### config.mk
export PLATFORM = sky130hd
export DESIGN_NAME = sba_ctrl
export DESIGN_NICKNAME = d
export VERILOG_FILES = /design/src/hdl/sba_pkg.sv /design/src/hdl/sba_ctrl.sv
export SDC_FILE = /design/constraint.sdc
export NUM_CORES = 1
export LEC_CHECK = 0
export BUFFER_PORTS_ARGS = -buffer_cell sky130_fd_sc_hd__buf_2
export CAP_MARGIN = 30
export CORE_ASPECT_RATIO = 0.9
export CORE_MARGIN = 1
export CORE_UTILIZATION = 50
export CTS_CLUSTER_SIZE = 40
export DETAILED_ROUTE_END_ITERATION = 10
export PLACE_DENSITY = 0.74
export SYNTH_ARGS = -nofsm -noshare
export SYNTH_HDL_FRONTEND = slang
export SYNTH_SLANG_ARGS = --single-unit
### constraint.sdc
create_clock -name clk_i -period 2.2 [get_ports clk_i]
set_input_delay 0.22 -clock clk_i [delete_from_list [all_inputs] [get_ports clk_i]]
set_output_delay 0.22 -clock clk_i [all_outputs]
set_load 0.01 [all_outputs]
### src/hdl/sba_pkg.sv
package sba_pkg;

  typedef struct packed {
    logic signed [31:0] pos_x;
    logic signed [31:0] pos_y;
    logic signed [31:0] pos_z;
    logic signed [31:0] vel_x;
    logic signed [31:0] vel_y;
    logic signed [31:0] vel_z;
    logic signed [31:0] sun_x;
    logic signed [31:0] sun_y;
    logic signed [31:0] sun_z;
  } in_t;

  typedef struct packed {
    logic signed [17:0] beta;
    logic [1:0]         status;
  } out_t;

  localparam logic [1:0] ST_OK      = 2'd0;
  localparam logic [1:0] ST_SMALL_H = 2'd1;
  localparam logic [1:0] ST_SMALL_S = 2'd2;
  localparam logic [1:0] ST_DIS     = 2'd3;

  localparam logic [1:0] CFG_ENABLE = 2'd0;
  localparam logic [1:0] CFG_HMIN   = 2'd1;
  localparam logic [1:0] CFG_SMIN   = 2'd2;

  localparam int THR_W = 63;

  // Multiply schedule: cross product, squared norms, dot and norms, den, q squared.
  localparam logic [4:0] MI_CROSS_END = 5'd11;
  localparam logic [4:0] MI_DOT_END   = 5'd20;
  localparam logic [4:0] MI_DEN       = 5'd21;
  localparam logic [4:0] MI_QSQ       = 5'd22;

  localparam logic [4:0] SQ_SRC_HH = 5'd0;
  localparam logic [4:0] SQ_SRC_SS = 5'd1;
  localparam logic [4:0] SQ_SRC_C  = 5'd2;

  localparam logic [4:0] SQRT_LAST = 5'd31;
  localparam logic [4:0] DIV_LAST  = 5'd29;
  localparam logic [4:0] CORD_LAST = 5'd29;

  localparam logic signed [33:0] BETA_MAX = 34'sd131071;
  localparam logic signed [33:0] BETA_MIN = -34'sd131072;

  typedef enum logic [3:0] {
    OP_NOP, OP_LOAD, OP_MUL, OP_ACC, OP_NORM_INIT, OP_NORM_STEP,
    OP_SQRT_INIT, OP_SQRT_STEP, OP_DIV_INIT, OP_DIV_STEP,
    OP_CORD_INIT, OP_CORD_STEP, OP_FIN
  } op_e;

  typedef struct packed {
    op_e        op;
    logic [4:0] idx;
    logic [1:0] code;
  } cmd_t;

  typedef struct packed {
    logic enable;
    logic small_h;
    logic small_s;
    logic norm_done;
    logic den_zero;
    logic out_free;
  } sts_t;

  function automatic logic [30:0] atan_q30(logic [4:0] i);
    logic [30:0] r;
    unique case (i)
      5'd0:  r = 31'h3243F6A8;
      5'd1:  r = 31'h1DAC6705;
      5'd2:  r = 31'h0FADBAFC;
      5'd3:  r = 31'h07F56EA6;
      5'd4:  r = 31'h03FEAB76;
      5'd5:  r = 31'h01FFD55B;
      5'd6:  r = 31'h00FFFAAA;
      5'd7:  r = 31'h007FFF55;
      5'd8:  r = 31'h003FFFEA;
      5'd9:  r = 31'h001FFFFD;
      5'd10: r = 31'h000FFFFF;
      5'd11: r = 31'h0007FFFF;
      5'd12: r = 31'h0003FFFF;
      5'd13: r = 31'h0001FFFF;
      5'd14: r = 31'h0000FFFF;
      5'd15: r = 31'h00007FFF;
      5'd16: r = 31'h00003FFF;
      5'd17: r = 31'h00001FFF;
      5'd18: r = 31'h00000FFF;
      5'd19: r = 31'h000007FF;
      5'd20: r = 31'h000003FF;
      5'd21: r = 31'h000001FF;
      5'd22: r = 31'h000000FF;
      5'd23: r = 31'h0000007F;
      5'd24: r = 31'h0000003F;
      5'd25: r = 31'h0000001F;
      5'd26: r = 31'h0000000F;
      5'd27: r = 31'h00000008;
      5'd28: r = 31'h00000004;
      5'd29: r = 31'h00000002;
      default: r = '0;
    endcase
    return r;
  endfunction

endpackage

### src/hdl/sba_ctrl.sv
module sba_ctrl (
  input  logic          clk_i,
  input  logic          rst_ni,
  input  logic          in_valid_i,
  output logic          in_stall_o,
  input  sba_pkg::sts_t sts_i,
  output sba_pkg::cmd_t cmd_o
);
  import sba_pkg::*;

  localparam logic [3:0] S_IDLE  = 4'd0;
  localparam logic [3:0] S_CROSS = 4'd1;
  localparam logic [3:0] S_CHECK = 4'd2;
  localparam logic [3:0] S_NORM  = 4'd3;
  localparam logic [3:0] S_DOT   = 4'd4;
  localparam logic [3:0] S_SQH   = 4'd5;
  localparam logic [3:0] S_SQS   = 4'd6;
  localparam logic [3:0] S_DEN   = 4'd7;
  localparam logic [3:0] S_DIV   = 4'd8;
  localparam logic [3:0] S_QSQ   = 4'd9;
  localparam logic [3:0] S_SQC   = 4'd10;
  localparam logic [3:0] S_CORD  = 4'd11;
  localparam logic [3:0] S_DONE  = 4'd12;

  logic [3:0] state_q, state_d;
  logic [4:0] midx_q, midx_d;
  logic [4:0] cnt_q, cnt_d;
  logic       ph_q, ph_d;
  logic [1:0] code_q, code_d;

  logic [4:0] last;
  logic [3:0] nxt;
  op_e        op_init, op_step;
  logic [4:0] sel;

  assign in_stall_o = (state_q != S_IDLE);

  always_comb begin
    last    = MI_CROSS_END;
    nxt     = S_IDLE;
    op_init = OP_SQRT_INIT;
    op_step = OP_SQRT_STEP;
    sel     = SQ_SRC_HH;
    unique case (state_q)
      S_CROSS: begin last = MI_CROSS_END; nxt = S_CHECK; end
      S_DOT:   begin last = MI_DOT_END;   nxt = S_SQH;   end
      S_DEN:   begin last = MI_DEN;       nxt = S_DIV;   end
      S_QSQ:   begin last = MI_QSQ;       nxt = S_SQC;   end
      S_SQH:   begin last = SQRT_LAST; nxt = S_SQS; sel = SQ_SRC_HH; end
      S_SQS:   begin last = SQRT_LAST; nxt = S_DEN; sel = SQ_SRC_SS; end
      S_SQC:   begin last = SQRT_LAST; nxt = S_CORD; sel = SQ_SRC_C; end
      S_DIV: begin
        last = DIV_LAST; nxt = S_QSQ; op_init = OP_DIV_INIT; op_step = OP_DIV_STEP;
      end
      S_CORD: begin
        last = CORD_LAST; nxt = S_DONE; op_init = OP_CORD_INIT; op_step = OP_CORD_STEP;
      end
      default: ;
    endcase
  end

  always_comb begin
    state_d = state_q;
    midx_d  = midx_q;
    cnt_d   = cnt_q;
    ph_d    = ph_q;
    code_d  = code_q;
    cmd_o   = '{op: OP_NOP, idx: '0, code: code_q};
    unique case (state_q)
      S_IDLE: begin
        if (in_valid_i) begin
          cmd_o.op = OP_LOAD;
          midx_d   = '0;
          ph_d     = 1'b0;
          if (!sts_i.enable) begin
            code_d  = ST_DIS;
            state_d = S_DONE;
          end else begin
            state_d = S_CROSS;
          end
        end
      end
      S_CROSS, S_DOT, S_DEN, S_QSQ: begin
        cmd_o.idx = midx_q;
        if (!ph_q) begin
          cmd_o.op = OP_MUL;
          ph_d     = 1'b1;
        end else begin
          cmd_o.op = OP_ACC;
          ph_d     = 1'b0;
          midx_d   = midx_q + 5'd1;
          if (midx_q == last) state_d = nxt;
        end
      end
      S_CHECK: begin
        if (sts_i.small_h) begin
          code_d  = ST_SMALL_H;
          state_d = S_DONE;
        end else if (sts_i.small_s) begin
          code_d  = ST_SMALL_S;
          state_d = S_DONE;
        end else begin
          cmd_o.op = OP_NORM_INIT;
          state_d  = S_NORM;
        end
      end
      S_NORM: begin
        if (sts_i.norm_done) state_d = S_DOT;
        else cmd_o.op = OP_NORM_STEP;
      end
      S_SQH, S_SQS, S_SQC, S_DIV, S_CORD: begin
        if (!ph_q) begin
          // A zero denominator means a zero vector was let through: the angle is zero.
          if (state_q == S_DIV && sts_i.den_zero) begin
            code_d  = ST_OK;
            state_d = S_DONE;
          end else begin
            cmd_o.op  = op_init;
            cmd_o.idx = sel;
            ph_d      = 1'b1;
            cnt_d     = '0;
          end
        end else begin
          cmd_o.op  = op_step;
          cmd_o.idx = cnt_q;
          cnt_d     = cnt_q + 5'd1;
          if (cnt_q == last) begin
            ph_d    = 1'b0;
            state_d = nxt;
            code_d  = ST_OK;
          end
        end
      end
      S_DONE: begin
        if (sts_i.out_free) begin
          cmd_o.op = OP_FIN;
          state_d  = S_IDLE;
        end
      end
      default: state_d = S_IDLE;
    endcase
  end

  always_ff @(posedge clk_i or negedge rst_ni) begin
    if (!rst_ni) begin
      state_q <= S_IDLE;
      midx_q  <= '0;
      cnt_q   <= '0;
      ph_q    <= 1'b0;
      code_q  <= ST_OK;
    end else begin
      state_q <= state_d;
      midx_q  <= midx_d;
      cnt_q   <= cnt_d;
      ph_q    <= ph_d;
      code_q  <= code_d;
    end
  end

endmodule

==> impl_metrics.json, run 1 <==
{
  "tritoncts": "built",
  "slowest_delay_ns": 0.46,
  "initial_core_util_pct": 54.4,
  "drive_above_1_share_pct": 38.4,
  "synth_cells": 202,
  "skew_ns": 0.0150,
  "clock_latency_ns": 0.32,
  "startpoint_type": "register",
  "final_common_cell": "buf_4",
  "synth_area_leaders": "dfrtp_1, o21ai_0, nand2_1",
  "path_class": "reg -> out",
  "p_sw_w": 0.000125,
  "clk_pin_slew_ns": 0.11,
  "htreeDepth": 1,
  "ys_ff_latch": 17,
  "yosysSeqAreaShare_pct": 27.6,
  "max_freq_mhz": 406,
  "fp-row-count": 18,
  "fill_cells": 211,
  "grt_pass1_vias": 1674,
  "rsz0062_at_grt": "yes",
  "cp-end-kind": "output port",
  "final_util_pct": 77.4,
  "grt.overflow.total": 0,
  "dp.cells": 277,
  "required_ns": 1.98,
  "hold_violations": 0,
  "grt_max_degree": 23,
  "die_h_um": 54.7,
  "diodes": 0,
  "final_nets": 270,
  "holdPathStages": 3,
  "finalWorstSetupSlack_ns": -0.261,
  "timing.final.max_slew_violations": 0,
  "cpMaxStageDelayCell": "dfrtp_2",
  "synthArstFlopShare_pct": 100,
  "wl_per_cell_um": 18.2,
  "dieArea_mm2": 0.00331,
  "cts_root_buf": "clkbuf_4",
  "arrival_ns": 2.24,
  "dp_hpwl_um": 3280,
  "dr_total_vias": 1827,
  "synth.top_cell.area_share_pct": 27.6,
  "coreArea_mm2": 0.00284,
  "p_seq_share_pct": 60.5,
  "numCtsBuffers": 3,
  "power_density_mw_per_mm2": 235,
  "slew-limit-headroom_pct": 69.1,
  "irDropWorstVdd_uv": 342,
  "r2r_start": "state_q[1]",
  "finalPower_w": 0.000516,
  "synth_cell_types": 49,
  "r2r_cells": 7,
  "via_per_inst": 6.13,
  "syn_area_per_cell_um2": 7.64,
  "drv_cap": 0,
  "grt_use_total_pct": 33.1,
  "fin_crit_ns": 2.46,
  "finalCritPeriodShare_pct": 112,
  "clkPwrFrac_pct": 34.9,
  "drc": 0,
  "clk_path_buf_depth": 2,
  "hold_path_class": "in -> reg",
  "leakage_nw": 1.00,
  "comb_power_share_pct": 4.6,
  "p_int_w": 0.000392,
  "drt_iter0_drc": 121,
  "place.gp.congestion": 0.933,
  "fp.dieW_um": 60.6,
  "syn2layout_area_growth_pct": 42.3,
  "path_common_cell": "buf_6",
  "status": "finished with violations",
  "dr.pass1.iters": 4,
  "r2r_end": "code_q[0]",
  "cp_max_fo": 6,
  "ys_warn_count": 0,
  "final_cell_mix": "buf_4, nand2_1, o21ai_0, buf_2, nor2_1",
  "worst_pin_slew_ns": 0.463,
  "crit_chain": "buf_6, buf_6, or2b_1, o22ai_2, buf_6, a211oi_4, buf_6, o21ai_2, a21oi_1, nor2b_1, buf_2",
  "setup_viol": 13,
  "synth_edf_count": 0,
  "violations": "negative setup slack",
  "p_sw_share_pct": 24.2,
  "io-pin-count": 21,
  "post-place-ws_ns": -0.178,
  "syn-cell-area_mm2": 0.00154,
  "synth_ff_type": "dfrtp_1",
  "ant_nets": 0,
  "syn_nets": 213,
  "r2r_slack_ns": -0.25,
  "fin_tns_setup_ns": -2.39,
  "clkSinkCount": 17,
  "finalWirelength_um": 5410,
  "io_buffers": 20,
  "grt_first_pass_wirelength_um": 7870,
  "antenna_found_initial": 0,
  "hp-start": "in_valid_i",
  "yosys.area.top_type": "dfrtp_1",
  "layout.cells.non_filler": 298,
  "min_to": "midx_q[3]"
}
-- per-stage QoR --
stage / hold slack, ns / area (µm²)
2_1_floorplan: -0.0756 / 1560
3_3_place_gp: 0.160 / 1850
3_5_place_dp: 0.164 / 1850
4_1_cts: 0.332 / 2040
5_1_grt: 0.356 / 2200
6_report: 0.332 / 2200
-- logic make-up after synthesis --
logic type / count (synthesis) / synth area share, %
DFF: 17 / 27.6
buffers and inverters: 19 / 5.43
AOI/OAI and AO/OA: 63 / 26.7
and+or+nand+nor: 84 / 27.6
muxes: 7 / 5.02
adders and majority gates: 2 / 1.62
xor gates and xnor gates: 10 / 6.16
-- synth_stat cells, drive strengths merged, types with 3 or more instances --
cell / instances
a21oi: 9
a22o: 3
buf: 6
clkbuf: 8
dfrtp: 17
inv: 5
mux2: 3
mux2i: 4
nand2: 28
nand2b: 5
nand3: 6
nand4: 5
nor2: 17
nor2b: 3
nor3: 5
o21ai: 28
o22ai: 3
o32ai: 3
xnor2: 4
xor2: 6
-- layout make-up --
cell class | count | area [µm²] | area share [%]
clock buffer | 4 | 26.3 | 1.20
inverter | 5 | 21.3 | 0.968
multi-input combinational | 167 | 1180 | 53.6
sequential | 17 | 428 | 19.5
tap | 40 | 50.0 | 2.28
timing repair buffer | 65 | 494 | 22.5
-- power groups by stage --
stage                     Clock (W)  Combinational [W]  Sequential [W]
after floorplan                   0         0.00000385        0.000318
after global routing       0.000192          0.0000269        0.000312
final                      0.000180          0.0000239        0.000312
after global placement            0          0.0000202        0.000318
after CTS                  0.000179          0.0000228        0.000312
after detailed placement          0          0.0000210        0.000318
-- worst max path at each step --
stage | endpoint | slack (ns) | from | depth (start not counted)
finish | cmd_o[10] | -0.26 | state_q[1] | 11
global route | cmd_o[10] | -0.35 | state_q[1] | 11
floorplan | code_q[0] | -0.006 | state_q[2] | 7
CTS | code_q[0] | -0.21 | state_q[1] | 7
global placement | code_q[1] | -0.09 | state_q[1] | 6
detailed placement | code_q[0] | -0.18 | state_q[1] | 6
-- timing repair --
item,CTS,global route
buffers inserted,7,9
gates cloned,0,1
pin swaps,6,7
hold endpoints to repair,17,0
gates resized for setup,25,22
endpoints found under the setup margin,12,14
hold buffers,1,0
-- registers in the layout (all words and copies together) (netlist names) --
| register | cells |
|---|---|
| code_q | 2 |
| state_q | 4 |
| cnt_q | 5 |
| ph_q | 1 |
| midx_q | 5 |
-- metal layers --
| metal | vias to the layer above | GRT usage, % | part of all wire [%] | wire (µm) |
|---|---|---|---|---|
| li1 | 851 | - | - | - |
| met5 | - | 0 | 0 | 0 |
| met3 | 16 | 4.73 | 8.2 | 443 |
| met1 | 849 | 43.4 | 41 | 2200 |
| met4 | 0 | 12.5 | 2.8 | 153 |
| met2 | 111 | 55.7 | 48 | 2610 |
-- critical path, delay by kind of cell (launching register included) --
family,cells,cell delay [ns]
flip-flops,1,0.46
buffers and inverters,5,0.64
AO/OA/AOI/OAI,4,0.46
AND/OR/NAND/NOR,2,0.36
No activity file was read; power rests on OpenSTA's default activity.
==> inputs of run 2 (changes only) <==
--- a/config.mk
+++ b/config.mk
@@ -12,7 +12,7 @@
 export CORE_UTILIZATION = 50
 export CTS_CLUSTER_SIZE = 40
 export DETAILED_ROUTE_END_ITERATION = 10
-export PLACE_DENSITY = 0.74
+export PLACE_DENSITY = 0.71
 export SYNTH_ARGS = -nofsm -noshare
 export SYNTH_HDL_FRONTEND = slang
 export SYNTH_SLANG_ARGS = --single-unit
==> constraint.sdc (replaced) <==
create_clock -name clk_i -period 2.4 [get_ports clk_i]
set_input_delay 0.24 -clock clk_i [delete_from_list [all_inputs] [get_ports clk_i]]
set_output_delay 0.24 -clock clk_i [all_outputs]
set_load 0.01 [all_outputs]
==> run 2 against run 1 <==
The flow now finishes without violations. Flip-flop and latch count did not move. Critical path depth fell by 5. Register-to-register slack improved by 0.32 ns. Clock skew fell by 0.011 ns. Critical endpoint is now code_q[1]. Largest power group unchanged.
==> impl_metrics.json, run 2 (synthesized netlist as in run 1, its figures left out) <==
{
  "finalPower_w": 0.000467,
  "grt_pass1_vias": 1561,
  "setup_viol": 0,
  "final_nets": 246,
  "rsz0062_at_grt": "yes",
  "diodes": 0,
  "power_density_mw_per_mm2": 242,
  "dr_total_vias": 1714,
  "dp_hpwl_um": 3380,
  "layout.cells.non_filler": 274,
  "slew-limit-headroom_pct": 69.8,
  "finalWirelength_um": 4790,
  "dieArea_mm2": 0.00331,
  "clock_latency_ns": 0.30,
  "htreeDepth": 1,
  "drc": 0,
  "drt_iter0_drc": 131,
  "cpMaxStageDelayCell": "or4bb_4",
  "coreArea_mm2": 0.00284,
  "grt_first_pass_wirelength_um": 7420,
  "comb_power_share_pct": 4.5,
  "cts_root_buf": "clkbuf_4",
  "clk_pin_slew_ns": 0.10,
  "finalWorstSetupSlack_ns": 0.0661,
  "io_buffers": 20,
  "io-pin-count": 21,
  "clk_path_buf_depth": 2,
  "grt_use_total_pct": 30.8,
  "p_sw_w": 0.000108,
  "required_ns": 2.59,
  "cp-end-kind": "register",
  "skew_ns": 0.00407,
  "fin_crit_ns": 2.33,
  "dr.pass1.iters": 5,
  "cp_max_fo": 7,
  "initial_core_util_pct": 54.4,
  "leakage_nw": 0.851,
  "antenna_found_initial": 0,
  "grt.overflow.total": 0,
  "place.gp.congestion": 1.03,
  "numCtsBuffers": 3,
  "drive_above_1_share_pct": 29.1,
  "timing.final.max_slew_violations": 0,
  "max_freq_mhz": 428,
  "whs_ns": 0.359,
  "syn2layout_area_growth_pct": 24.8,
  "fp.dieW_um": 60.6,
  "path_class": "reg -> reg",
  "startpoint_type": "register",
  "p_seq_share_pct": 61.3,
  "status": "finished clean",
  "ant_nets": 0,
  "largestRegisters": "cnt_q: 5 flops, midx_q: 5 flops, state_q: 4 flops",
  "tritoncts": "built",
  "grt_max_degree": 25,
  "irDropWorstVdd_uv": 157,
  "arrival_ns": 2.52,
  "r2r_slack_ns": 0.07,
  "p_sw_share_pct": 23.2,
  "final_util_pct": 67.9,
  "hold_path_class": "in -> reg",
  "dp.cells": 266,
  "clkSinkCount": 17,
  "hold_violations": 0,
  "finalCritPeriodShare_pct": 97.2,
  "worst_pin_slew_ns": 0.453,
  "die_h_um": 54.7,
  "clkPwrFrac_pct": 34.1,
  "wl_per_cell_um": 17.5,
  "p_int_w": 0.000358,
  "drv_cap": 0,
  "final_cell_mix": "nand2_1, o21ai_0, buf_2, buf_4, nor2_1",
  "fill_cells": 252,
  "slowest_delay_ns": 0.58,
  "fp-row-count": 18,
  "crit_chain": "or4bb_4, o211ai_2, xor2_1, a41oi_2, a311oi_2, mux2_1",
  "via_per_inst": 6.26,
  "post-place-ws_ns": 0.00348
}
-- run 2: cell count changes in the layout (fill, tap and decap cells not counted), sizes merged --
cell | previous run | this run
clkinvlp | 0 | 1
buf | 64 | 41
o21a | 3 | 2
inv | 5 | 4
-- run 2: final timing paths --
kind,start,to,cells after the start
max in group asynchronous,rst_ni,state_q[3],2
min in group asynchronous,rst_ni,state_q[2],2
max reg2reg,state_q[2],code_q[1],6
min reg2reg,code_q[1],code_q[1],1
min,sts_i[5],state_q[0],5
max,state_q[2],code_q[1],6
-- run 2: layout make-up --
type                            instances  area, µm²  area share (%)
Multi-Input combinational cell        166       1130            58.4
Sequential cell                        17        430            22.3
Timing Repair Buffer                   42        272            14.1
Tap cell                               40       50.0            2.60
Clock buffer                            4       26.3            1.36
Inverter                                5       22.5            1.17
-- run 2: per-stage QoR --
stage	area [µm²]	setup TNS, ns
floorplan	1540	0
global placement	1760	0
detailed placement	1760	0
CTS	1820	-0.0311
global route	1930	-0.0344
finish	1930	0
-- run 2: repair_timing --
item | CTS | global route
buffers inserted | 0 | 3
hold endpoints to repair | 17 | 0
hold buffers | 1 | 0
setup endpoints to repair | 6 | 12
resized for setup | 5 | 18
pin swaps | 0 | 4
-- run 2: worst max-delay path: cells and delay by family, from the launching register on --
kind | cells | cell delay (ns)
muxes | 1 | 0.35
AOI/OAI and AO/OA | 3 | 0.60
xor gates and xnor gates | 1 | 0.20
DFF | 1 | 0.49
and+or+nand+nor | 1 | 0.58
-- run 2: routing by layer --
layer	track usage (%)	part of all wire [%]	vias up
li1	-	-	796
met1	42.0	42	798
met2	48.5	46	102
met3	6.86	9.9	18
met4	9.85	2.8	0
met5	0	0	-
-- run 2: power by group through the flow --
stage               combinational (W)  clock, W  sequential [W]
detailed placement          0.0000195         0        0.000292
floorplan                  0.00000353         0        0.000292
finish                      0.0000212  0.000159        0.000286
global route                0.0000241  0.000175        0.000286
global placement            0.0000192         0        0.000292
CTS                         0.0000210  0.000161        0.000286
